**src/sv/cpc_pkg.sv**
```systemverilog
`timescale 1ns / 1ps
package cpc_pkg;

  localparam int DEFAULT_TABLE_DEPTH = 32;

  // Item kinds.
  localparam logic [1:0] KIND_CLEAR    = 2'd0;
  localparam logic [1:0] KIND_ADD      = 2'd1;
  localparam logic [1:0] KIND_CLASSIFY = 2'd2;
  localparam logic [1:0] KIND_NOP      = 2'd3;

  // Register indexes.
  localparam logic CFG_BASE_VALUE = 1'b0;
  localparam logic CFG_THRESHOLD  = 1'b1;

  localparam logic [6:0]  BASE_VALUE_RESET = 7'd60;
  localparam logic [6:0]  BASE_VALUE_LIMIT = 7'd5;
  localparam logic [5:0]  SCALE_BRIGHT     = 6'd3;
  localparam logic [5:0]  SCALE_DIM        = 6'd35;
  localparam logic [19:0] COORD_MAX        = 20'hFFFFF;
  localparam logic [19:0] THRESH_DEFAULT   = 20'd10240;
  localparam logic [8:0]  HUE_WRAP         = 9'd360;

  localparam int ROOT_W = 21;
  localparam int SQ_W   = 2 * ROOT_W;
  localparam int LIM_W  = 2 * (ROOT_W + 1);

  localparam longint unsigned PI_Q30 = 64'd3373259426;

  typedef struct packed {
    logic [1:0] kind;
    logic [8:0] hue;
    logic [6:0] saturation;
    logic [6:0] brightness;
    logic [7:0] proto_color;
  } in_item_t;

  typedef struct packed {
    logic        status;
    logic [7:0]  matched_color;
    logic [19:0] match_distance;
    logic [5:0]  entries_used;
  } result_t;

  typedef struct packed {
    logic [1:0]         kind;
    logic signed [19:0] x;
    logic signed [19:0] y;
    logic [19:0]        z;
    logic [7:0]         color;
  } cmd_t;

  typedef struct packed {
    logic signed [19:0] x;
    logic signed [19:0] y;
    logic [19:0]        z;
    logic [7:0]         id;
  } entry_t;

  typedef enum logic [2:0] {
    BK_IDLE,
    BK_SCAN1,
    BK_ROOT,
    BK_LIMIT,
    BK_SCAN2,
    BK_RESULT
  } bk_state_t;

  typedef logic [14:0] sin_tab_t [0:90];

  // Quarter-wave sine in Q1.14, evaluated once at elaboration.
  function automatic logic [14:0] sine_q14(input int unsigned a);
    longint unsigned x;
    longint unsigned x2;
    longint unsigned term;
    longint unsigned sum;
    x = (longint'(a) * PI_Q30 + 64'd90) / 64'd180;
    x2 = (x * x) >> 30;
    term = x;
    sum = x;
    for (int n = 1; n <= 5; n++) begin
      term = (term * x2) >> 30;
      case (n)
        1: term = term / 64'd6;
        2: term = term / 64'd20;
        3: term = term / 64'd42;
        4: term = term / 64'd72;
        default: term = term / 64'd110;
      endcase
      if (n % 2 == 1) sum = sum - term;
      else sum = sum + term;
    end
    return 15'((sum + 64'd32768) >> 16);
  endfunction

  function automatic sin_tab_t build_sin_tab();
    sin_tab_t t;
    for (int a = 0; a <= 90; a++) begin
      t[a] = sine_q14(a);
    end
    return t;
  endfunction

  localparam sin_tab_t SIN_TAB = build_sin_tab();

endpackage

```
**src/sv/cpc_queue.sv**
```systemverilog
`timescale 1ns / 1ps
module cpc_queue import cpc_pkg::*; (
  input  logic clk,
  input  logic rst,
  input  logic in_valid,
  output logic in_ready,
  input  cmd_t in_cmd,
  output logic out_valid,
  input  logic out_ready,
  output cmd_t out_cmd
);

  cmd_t slots [2];
  logic wp;
  logic rp;
  logic [1:0] fill;
  logic push;
  logic pull;

  assign in_ready = (fill != 2'd2);
  assign out_valid = (fill != 2'd0);
  assign out_cmd = slots[rp];
  assign push = in_valid && in_ready;
  assign pull = out_valid && out_ready;

  always_ff @(posedge clk) begin
    if (rst) begin
      wp <= 1'b0;
      rp <= 1'b0;
      fill <= 2'd0;
    end else begin
      if (push) wp <= ~wp;
      if (pull) rp <= ~rp;
      fill <= fill + 2'(push) - 2'(pull);
    end
  end

  always_ff @(posedge clk) begin
    if (push) slots[wp] <= in_cmd;
  end

endmodule

```
**config.mk**
```make
export PLATFORM = sky130hd
export DESIGN_NAME = cpc_queue
export DESIGN_NICKNAME = d
export VERILOG_FILES = /design/src/sv/cpc_pkg.sv /design/src/sv/cpc_queue.sv
export SDC_FILE = /design/constraint.sdc
export NUM_CORES = 1
export LEC_CHECK = 0
export ABC_AREA = 1
export BUFFER_PORTS_ARGS = -buffer_cell sky130_fd_sc_hd__buf_2
export CAP_MARGIN = 5
export CORE_ASPECT_RATIO = 0.75
export CORE_MARGIN = 2
export CORE_UTILIZATION = 45
export CTS_BUF_LIST = sky130_fd_sc_hd__clkbuf_8 sky130_fd_sc_hd__clkbuf_16
export DETAILED_ROUTE_END_ITERATION = 8
export GPL_ROUTABILITY_DRIVEN = 0
export PLACE_DENSITY = 0.83
export REMOVE_ABC_BUFFERS = 1
export SETUP_SLACK_MARGIN = 0.3
export SLEW_MARGIN = 20
export SYNTH_ARGS = -nofsm -noshare
export SYNTH_HDL_FRONTEND = slang
export SYNTH_SLANG_ARGS = --single-unit
export TNS_END_PERCENT = 100
```
**constraint.sdc**
```tcl
create_clock -name clk -period 4.4 [get_ports clk]
set_input_delay 0.88 -clock clk [delete_from_list [all_inputs] [get_ports clk]]
set_output_delay 0.88 -clock clk [all_outputs]
set_load 0.005 [all_outputs]
```
==> results.yml <==
run_status:
  outcome: "finished, final reports clean"
cells_and_area:
  final_common_cell: "buf_2"
  num-fill-cells: 917
  layout.nets: 491
  final_cell_mix: "buf_2 (145), edfxtp_1 (140), mux2_4 (70)"
  syn_to_final_growth_pct: 25.6
  multi_input_area_um2: 1170
  antennaDiodeCount: 0
  ff_latch_area_um2: 4310
  drive_above_1_share_pct: 59.1
timing:
  max_slew_margin_pct: 36.6
  fin_setup_tns_ns: 0
  period_minus_slack_ns: 2.95
  fin_crit_sh_pct: 67.0
  hold_viol_final: 0
  drv_slew: 0
  fin_ws_ns: 1.45
  hold_slack_ns: 0.541
  worst_slew_pin_slew_ns: 0.950
  setup_viol: 0
  clock_skew_ns: 0.00444
  fmax_mhz: 339
  rsz0062_at_grt: "no"
worst_setup_path:
  slowest_stage: "dfxtp_4"
  required_ns: 3.52
  end_kind: "primary output"
  start_kind: "flip-flop"
  cp_cell_sequence: "buf_12 -> mux2_4 -> buf_2"
  cp_top_family: "flip-flops"
  critPathBufInv: 2
  crit_fanout: 36
  cp.arrival_ns: 2.07
  timing_worst_setup_path_type: "reg2out"
  crit_path_max_incr_delay_ns: 0.78
pwr:
  internal_power_uw: 3150
  seqPwrFrac_pct: 44.4
  power_density_nw_per_um2: 590
  power_uw: 4190
  p_clk_share_pct: 34.7
  switching_share_pct: 24.9
  p_leak_uw: 0.00284
  p_comb_share_pct: 20.9
  net-switching-power_uw: 1040
  ir_worst_vdd_uv: 431
die:
  ioPinCount: 146
  rows: 35
  die_area_um2: 13500
  die_y_um: 101
  core_um2: 12300
  fp.dieW_um: 133
  start_util_pct: 46.1
clocking:
  cts_buffers: 17
  clk_pin_slew_ns: 0.06
  cts_resized: 0
  clkLatencyLatePin_ns: 0.41
  cts.sinks: 145
  cts_tree: "built"
  post_cts_buffers: 0
  cts-root-buf: "clkbuf_16"
  clockBufferDepth: 2
  cts-htree-levels: 4
  cts_hold_buf: 0
global_route:
  grt_util_all_layers_pct: 15.2
  grt_max_degree: 71
  grt_pass1_wl_um: 14900
  antenna_found_initial: 0
  grt_overflow: 0
  grt_pass1_vias: 2878
yosys:
  yosysTopAreaCell: "edfxtp_1"
  syn_avg_cell_area_um2: 22.2
  synth_seq_cells: 145
  synth_top_family_by_area: "multiplexers"
  yosysTopAreaCellShare_pct: 74.4
  synth_area_leaders: "edfxtp_1 (74%), mux2_4 (19%), buf_12 (2.5%)"
  yosys_warnings: 0
  ys_types: 11
  syn_inst: 255
  synth_compound_area_share_pct: 0.177
  yosysSeqAreaShare_pct: 76.2
  muxShareOfSynthArea_pct: 18.6
  synth_fa_ha_area_share_pct: 0.443
  synthXorXnorAreaFrac_pct: 0
  synth-simple-area-share_pct: 1.40
  synth_area_um2: 5650
place:
  numPortBuffers: 145
  pre_cts_ws_ns: 1.87
  dp_hpwl_um: 6500
detailed_routing:
  routed_wl_um: 9860
  vias_per_cell: 4.76
  drc: 0
  wl_per_cell_um: 16.6
  drtIter0Drc: 117
  ant_nets: 0
  firstDrtPassIters: 4
  vias: 2830
run:
  max_cap_violations: 0
hold_path:
  min_path_type: "reg2reg"
==> synthesized netlist by cell type <==
cell / n
buf_12: 7
ha_1: 2
buf_6: 1
inv_1: 8
mux2_4: 70
edfxtp_1: 140
a21oi_1: 2
nand2_1: 8
nor2_1: 9
dfxtp_1: 5
nand3_1: 3
==> per-stage QoR <==
stage | area, um2 | cells | util, %
floorplan | 5500 | 247 | -
global placement | 6490 | 562 | 52.9
detailed placement | 6490 | 562 | 52.9
CTS | 7100 | 594 | 57.9
global route | 7100 | 594 | 57.9
finish | 7100 | 594 | 57.9
==> state kept, by name, indices dropped and copies added, names as in the netlist, named ones only <==
signal / count
slots: 140
fill: 2
rp: 1
wp: 1
==> worst min-delay path: cells and delay by family, from the launching register on <==
kind	cells	cell delay, ns
and+or+nand+nor	2	0.16
DFF	1	0.35
==> logic make-up (layout without fill, tap and decap cells) <==
family                     after synthesis  in the layout
DFF                                    145            145
adders and majority gates                2              2
AOI/OAI and AO/OA                        2              2
muxes                                   70             70
and+or+nand+nor                         20             20
buffers and inverters                   16            189
==> power groups by stage <==
stage	sequential [uW]	combinational (uW)	clock, uW
5_1_grt	1880	953	1550
3_5_place_dp	1890	885	0
3_3_place_gp	1870	866	0
6_report	1860	874	1450
2_1_floorplan	1910	573	0
4_1_cts	1860	892	1490
==> path summary, 6_finish.rpt <==
check	start	end	slack, ns	cells after the start
setup reg to reg	fill[0]$_SDFF_PP0_	slots[0][17]$_DFFE_PP_	2.51	5
setup / recovery	flip-flop	out_cmd[7]	1.45	3
hold / removal	rp$_SDFFE_PP0P_	rp$_SDFFE_PP0P_	0.54	2
hold reg to reg	rp$_SDFFE_PP0P_	rp$_SDFFE_PP0P_	0.54	2
==> cell type report <==
cell class,count,share of cell area [%]
Sequential cell,145,60.7
Multi-Input combinational cell,94,16.5
Timing Repair Buffer,149,10.8
Clock buffer,17,6.00
Tap cell,166,2.93
Clock inverter,15,2.59
Inverter,8,0.423
==> routing by layer <==
layer  global-route usage (%)  wire length [um]  up-vias
li1                         -                 -     1305
met1                     18.7              4180     1389
met2                     23.7              4640      124
met3                     6.69               915       12
met4                     6.14               120        0
met5                        0                 0        -
Power figures use the tool's default switching activity.
