==> src/sv/cpc_pkg.sv <==
`timescale 1ns / 1ps
package cpc_pkg;

  localparam int DEFAULT_TABLE_DEPTH = 32;

  // Item kinds.
  localparam logic [1:0] KIND_CLEAR    = 2'd0;
  localparam logic [1:0] KIND_ADD      = 2'd1;
  localparam logic [1:0] KIND_CLASSIFY = 2'd2;
  localparam logic [1:0] KIND_NOP      = 2'd3;

  // Register indexes.
  localparam logic CFG_BASE_VALUE = 1'b0;
  localparam logic CFG_THRESHOLD  = 1'b1;

  localparam logic [6:0]  BASE_VALUE_RESET = 7'd60;
  localparam logic [6:0]  BASE_VALUE_LIMIT = 7'd5;
  localparam logic [5:0]  SCALE_BRIGHT     = 6'd3;
  localparam logic [5:0]  SCALE_DIM        = 6'd35;
  localparam logic [19:0] COORD_MAX        = 20'hFFFFF;
  localparam logic [19:0] THRESH_DEFAULT   = 20'd10240;
  localparam logic [8:0]  HUE_WRAP         = 9'd360;

  localparam int ROOT_W = 21;
  localparam int SQ_W   = 2 * ROOT_W;
  localparam int LIM_W  = 2 * (ROOT_W + 1);

  localparam longint unsigned PI_Q30 = 64'd3373259426;

  typedef struct packed {
    logic [1:0] kind;
    logic [8:0] hue;
    logic [6:0] saturation;
    logic [6:0] brightness;
    logic [7:0] proto_color;
  } in_item_t;

  typedef struct packed {
    logic        status;
    logic [7:0]  matched_color;
    logic [19:0] match_distance;
    logic [5:0]  entries_used;
  } result_t;

  typedef struct packed {
    logic [1:0]         kind;
    logic signed [19:0] x;
    logic signed [19:0] y;
    logic [19:0]        z;
    logic [7:0]         color;
  } cmd_t;

  typedef struct packed {
    logic signed [19:0] x;
    logic signed [19:0] y;
    logic [19:0]        z;
    logic [7:0]         id;
  } entry_t;

  typedef enum logic [2:0] {
    BK_IDLE,
    BK_SCAN1,
    BK_ROOT,
    BK_LIMIT,
    BK_SCAN2,
    BK_RESULT
  } bk_state_t;

  typedef logic [14:0] sin_tab_t [0:90];

  // Quarter-wave sine in Q1.14, evaluated once at elaboration.
  function automatic logic [14:0] sine_q14(input int unsigned a);
    longint unsigned x;
    longint unsigned x2;
    longint unsigned term;
    longint unsigned sum;
    x = (longint'(a) * PI_Q30 + 64'd90) / 64'd180;
    x2 = (x * x) >> 30;
    term = x;
    sum = x;
    for (int n = 1; n <= 5; n++) begin
      term = (term * x2) >> 30;
      case (n)
        1: term = term / 64'd6;
        2: term = term / 64'd20;
        3: term = term / 64'd42;
        4: term = term / 64'd72;
        default: term = term / 64'd110;
      endcase
      if (n % 2 == 1) sum = sum - term;
      else sum = sum + term;
    end
    return 15'((sum + 64'd32768) >> 16);
  endfunction

  function automatic sin_tab_t build_sin_tab();
    sin_tab_t t;
    for (int a = 0; a <= 90; a++) begin
      t[a] = sine_q14(a);
    end
    return t;
  endfunction

  localparam sin_tab_t SIN_TAB = build_sin_tab();

endpackage

==> src/sv/cpc_front.sv <==
`timescale 1ns / 1ps
module cpc_front import cpc_pkg::*; (
  input  logic     clk,
  input  logic     rst,
  input  logic     in_valid,
  output logic     in_ready,
  input  in_item_t in_item,
  input  logic [6:0] base_value,
  output logic     cmd_valid,
  input  logic     cmd_ready,
  output cmd_t     cmd
);

  logic a_valid;
  logic [1:0] a_kind;
  logic [7:0] a_color;
  logic [6:0] a_sat;
  logic [14:0] a_sin;
  logic [14:0] a_cos;
  logic a_sin_neg;
  logic a_cos_neg;
  logic [19:0] a_z;
  logic b_valid;
  cmd_t b_cmd;

  logic b_en;
  logic a_en;
  logic [8:0] hm;
  logic [8:0] sidx;
  logic [8:0] cidx;
  logic sneg;
  logic cneg;
  logic [5:0] scale;
  logic [12:0] vs;
  logic [20:0] zz;
  logic [21:0] px;
  logic [21:0] py;
  logic [15:0] mx;
  logic [15:0] my;

  assign b_en = !b_valid || cmd_ready;
  assign a_en = !a_valid || b_en;
  assign in_ready = a_en;
  assign cmd_valid = b_valid;
  assign cmd = b_cmd;

  // Fold the hue into one quadrant of the sine table.
  always_comb begin
    hm = (in_item.hue >= HUE_WRAP) ? in_item.hue - HUE_WRAP : in_item.hue;
    if (hm <= 9'd90) begin
      sidx = hm;          cidx = 9'd90 - hm;  sneg = 1'b0; cneg = 1'b0;
    end else if (hm <= 9'd180) begin
      sidx = 9'd180 - hm; cidx = hm - 9'd90;  sneg = 1'b0; cneg = 1'b1;
    end else if (hm <= 9'd270) begin
      sidx = hm - 9'd180; cidx = 9'd270 - hm; sneg = 1'b1; cneg = 1'b1;
    end else begin
      sidx = 9'd360 - hm; cidx = hm - 9'd270; sneg = 1'b1; cneg = 1'b0;
    end
    scale = (base_value > BASE_VALUE_LIMIT) ? SCALE_BRIGHT : SCALE_DIM;
    vs = 13'(in_item.brightness) * 13'(scale);
    zz = {vs, 8'd0};
  end

  // Saturation times trig value, rounded half away from zero on the magnitude.
  always_comb begin
    px = 22'(a_sat) * 22'(a_cos) + 22'd32;
    py = 22'(a_sat) * 22'(a_sin) + 22'd32;
    mx = px[21:6];
    my = py[21:6];
  end

  always_ff @(posedge clk) begin
    if (rst) begin
      a_valid <= 1'b0;
      b_valid <= 1'b0;
    end else begin
      if (a_en) a_valid <= in_valid;
      if (b_en) b_valid <= a_valid;
    end
  end

  always_ff @(posedge clk) begin
    if (a_en && in_valid) begin
      a_kind <= in_item.kind;
      a_color <= in_item.proto_color;
      a_sat <= in_item.saturation;
      a_sin <= SIN_TAB[sidx[6:0]];
      a_cos <= SIN_TAB[cidx[6:0]];
      a_sin_neg <= sneg;
      a_cos_neg <= cneg;
      a_z <= (zz > 21'(COORD_MAX)) ? COORD_MAX : zz[19:0];
    end
    if (b_en && a_valid) begin
      b_cmd.kind <= a_kind;
      b_cmd.color <= a_color;
      b_cmd.z <= a_z;
      b_cmd.x <= a_cos_neg ? -$signed(20'(mx)) : $signed(20'(mx));
      b_cmd.y <= a_sin_neg ? -$signed(20'(my)) : $signed(20'(my));
    end
  end

endmodule

==> config.mk <==
export PLATFORM = sky130hd
export DESIGN_NAME = cpc_front
export DESIGN_NICKNAME = d
export VERILOG_FILES = /design/src/sv/cpc_pkg.sv /design/src/sv/cpc_front.sv
export SDC_FILE = /design/constraint.sdc
export NUM_CORES = 1
export LEC_CHECK = 0
export ABC_AREA = 1
export BUFFER_PORTS_ARGS = -buffer_cell sky130_fd_sc_hd__clkbuf_2
export CORE_MARGIN = 2
export CORE_UTILIZATION = 57
export CTS_CLUSTER_DIAMETER = 120
export DETAILED_ROUTE_END_ITERATION = 16
export PLACE_DENSITY = 0.77
export SETUP_SLACK_MARGIN = 0.2
export SYNTH_ARGS = -nofsm -noshare
export SYNTH_HDL_FRONTEND = slang
export SYNTH_SLANG_ARGS = --single-unit
==> constraint.sdc <==
create_clock -name clk -period 14 [get_ports clk]
set_input_delay 0.7 -clock clk [delete_from_list [all_inputs] [get_ports clk]]
set_output_delay 0.7 -clock clk [all_outputs]
set_load 0.05 [all_outputs]
==> flow_metrics.tcl <==
set metrics [dict create \
    cp.required_ps 14170 \
    cts_hold_buffers 0 \
    final-hold-violation-count 0 \
    drive_above_1_share_pct 9.879 \
    grt.overflow.total 0 \
    wirelength_um 44330 \
    syn_nets 2720 \
    finalSetupViolCount 0 \
    grt_max_degree 55 \
    crit_path_start_kind "flip-flop" \
    synth_top_cell_area_share_pct 21.51 \
    synthesis.area_um2 17450 \
    worstPathArrival_ps 6190 \
    slew_viol_final 0 \
    synth_area_per_cell_um2 7.283 \
    tritoncts "done" \
    path_class "flip-flop to flip-flop" \
    postRouteAntennaNets 0 \
    nNetsFinal 2781 \
    die_y_um 179.0 \
    num_antenna_cells 0 \
    htreeDepth 4 \
    drc 0 \
    rrSetupSlack_ps 7980 \
    wl_per_cell_um 15.47 \
    firstDrtPassIters 8 \
    critPathMaxFanout 30 \
    cp-end-kind "flip-flop" \
    fin_crit_sh_pct 43.00 \
    skew_ps 12.97 \
    initial_core_util_pct 57.50 \
    relSlewSlack_pct 28.17 \
    hold_end "cmd[17]$_DFFE_PP_" \
    first_global_vias 15300 \
    max_clock_freq_ghz 0.1661 \
    yosys_register_bits 127 \
    cts-root-buf "clkbuf_16" \
    r2r-start "a_sat[6]$_DFFE_PP_" \
    ff2ff_path_depth 28 \
    cts_max_path_buffers 2 \
    io_pins 116 \
    cts_buffers 17 \
    slowest_delay_ps 550 \
    hold_class "flip-flop to flip-flop" \
    vias 15820 \
    die_area_um2 32030 \
    maxCapViolCount 0 \
    holdPathStages 0 \
    globalplace.congestion 0.9704 \
    min-delay-start "a_z[9]$_SDFFCE_PP1P_" \
    cp_slowest_cell "fa_1" \
    grtUsageTotal_pct 28.36 \
    viasPerCell 5.521 \
    ys_top_cells_by_area "edfxtp_1 22%, fa_1 15%, nand2_1 15%" \
    clkTransAtPathRegs_ps 60 \
    fin_crit_ps 6020 \
    r2r-end "cmd[67]$_SDFFCE_PN0P_" \
    clock_sinks 127 \
    fin_setup_tns_ps 0 \
    hpwl_um 33450 \
    grt_pass1_wl_um 73040 \
    die_w_um 179.0 \
    clk_latency_ps 440 \
    yosysSeqAreaShare_pct 21.74 \
    core-area_um2 30350 \
    crit_path_frequent_cell "nand2_1" \
    first_iter_violations 1412 \
    fp-row-count 64 \
    numPortBuffers 114 \
    synth_cells 2396 \
    status "completed" \
    grt_antenna_before_repair 0 \
    rsz0062_at_grt "false" \
    ctsResizeCount 0 \
    synth_top_cell_by_area "edfxtp_1" \
    ys_types 51 \
    area_delta_synth_final_pct 6.898 \
    ys_warn_count 0 \
    cts_setup_buffers 0 \
    tightest_slew_ps 1077 \
]
==> per-layer routing <==
| metal | wire [µm] | GRT usage [%] | up-vias | part of all wire (%) |
|---|---|---|---|---|
| met2 | 21300 | 48.46 | 665 | 48 |
| met4 | 1322 | 10.33 | 0 | 3.0 |
| li1 | - | - | 7615 | - |
| met5 | 0 | 0 | - | 0 |
| met3 | 2958 | 3.647 | 114 | 6.7 |
| met1 | 18750 | 36.82 | 7428 | 42 |
==> critical path, delay by kind of cell (launching register included) <==
| family | cells | cell delay, ps |
|---|---|---|
| adders and majority gates | 5 | 2470 |
| and+or+nand+nor | 12 | 1290 |
| buffers and inverters | 7 | 760 |
| AOI/OAI and AO/OA | 3 | 630 |
| DFF | 1 | 340 |
| xor gates and xnor gates | 1 | 250 |
==> cells by family after synthesis <==
family / Yosys count / synth area share [%]
compound gates: 253 / 8.139
xor+xnor: 83 / 4.166
fa+ha+maj: 280 / 25.80
buf+inv: 547 / 13.04
flops: 127 / 21.74
simple gates: 1106 / 27.12
==> stage by stage <==
step	area, µm²	util (%)	worst slack (ps)	cells	hold slack (ps)
after floorplan	17450	-	8547	2396	400.3
after global placement	18080	59.57	8153	2834	400.9
after detailed placement	18080	59.57	8035	2834	404.5
after CTS	18650	61.46	8003	2866	418.0
after global routing	18650	61.46	7617	2866	422.0
final	18650	61.46	7980	2866	419.1
==> cells in the mapped netlist (all sizes together) <==
cell type and n:
xnor2 30, a31o 1, a22oi 1, a21o 7, xor2 53, o311ai 1
o2111ai 2, clkbuf 23, clkinv 1, nor2 119, edfxtp 125, o21ai 105
buf 59, nand3b 6, a31oi 7, nor3 10, nand4 15, o21bai 4
dfxtp 2, inv 464, nand2 744, or2 8, nand3 202, ha 147
a21boi 1, nor3b 1, o211ai 14, nor4 1, o31ai 3, a21oi 107
fa 133
==> sequential cells by signal, indices dropped and copies added, names as in the netlist, 2 cells and up <==
name and flops:
cmd 63, a_cos 15, a_sin 15, a_z 13, a_color 8, a_sat 7, a_kind 2
==> area by class of cell <==
| type | count | area [µm²] |
|---|---|---|
| clock buffer | 17 | 425.4 |
| clock inverter | 15 | 147.6 |
| fill | 2830 | 11700 |
| inverter | 465 | 1753 |
| multi-input combinational | 1722 | 11390 |
| sequential | 127 | 3794 |
| tap | 396 | 495.5 |
| timing repair buffer | 124 | 645.6 |
==> worst max path at each step <==
| stage | depth (start not counted) | from | to | slack (ps) |
|---|---|---|---|---|
| after detailed placement | 28 | a_sat[6]$_DFFE_PP_ | cmd[67]$_SDFFCE_PN0P_ | 8030 |
| after CTS | 28 | a_sat[6]$_DFFE_PP_ | cmd[67]$_SDFFCE_PN0P_ | 8000 |
| after global routing | 30 | a_sat[6]$_DFFE_PP_ | cmd[63]$_DFFE_PP_ | 7620 |
| after floorplan | 26 | a_sat[1]$_DFFE_PP_ | cmd[44]$_SDFFCE_PN0P_ | 8550 |
| after global placement | 23 | a_sat[6]$_DFFE_PP_ | cmd[44]$_SDFFCE_PN0P_ | 8150 |
| final | 28 | a_sat[6]$_DFFE_PP_ | cmd[67]$_SDFFCE_PN0P_ | 7980 |
==> placed cells by master (no fill, tap or decap), types with 2 or more instances in the layout <==
cell,Yosys,layout
dfxtp_1,2,2
o211ai_1,14,14
o21bai_1,3,3
nand2_1,706,706
or2_2,7,7
nand4_1,15,15
edfxtp_1,125,125
clkbuf_16,0,17
inv_1,450,449
a21oi_4,1,2
ha_1,147,147
o21ai_1,35,35
o21ai_0,67,67
nor2_2,5,5
nand3_2,7,7
inv_4,3,3
nor2_4,2,2
o21ai_2,3,3
nand3_1,194,194
a21oi_1,101,100
inv_6,0,6
o2111ai_1,2,2
a31oi_1,6,6
nand2_2,28,28
clkinv_1,1,2
clkbuf_2,0,114
o31ai_1,3,3
xor2_1,53,53
clkinv_4,0,3
inv_2,11,12
buf_4,26,10
nor3_1,10,10
xnor2_1,30,30
nand2_4,9,9
nand3b_1,6,6
a21o_1,7,7
nor2_1,112,112
fa_1,133,133
a21oi_2,5,5
inv_8,0,2
Power is not shown: default switching activity piles up to over one toggle a cycle in this logic, so the estimate is an artifact.
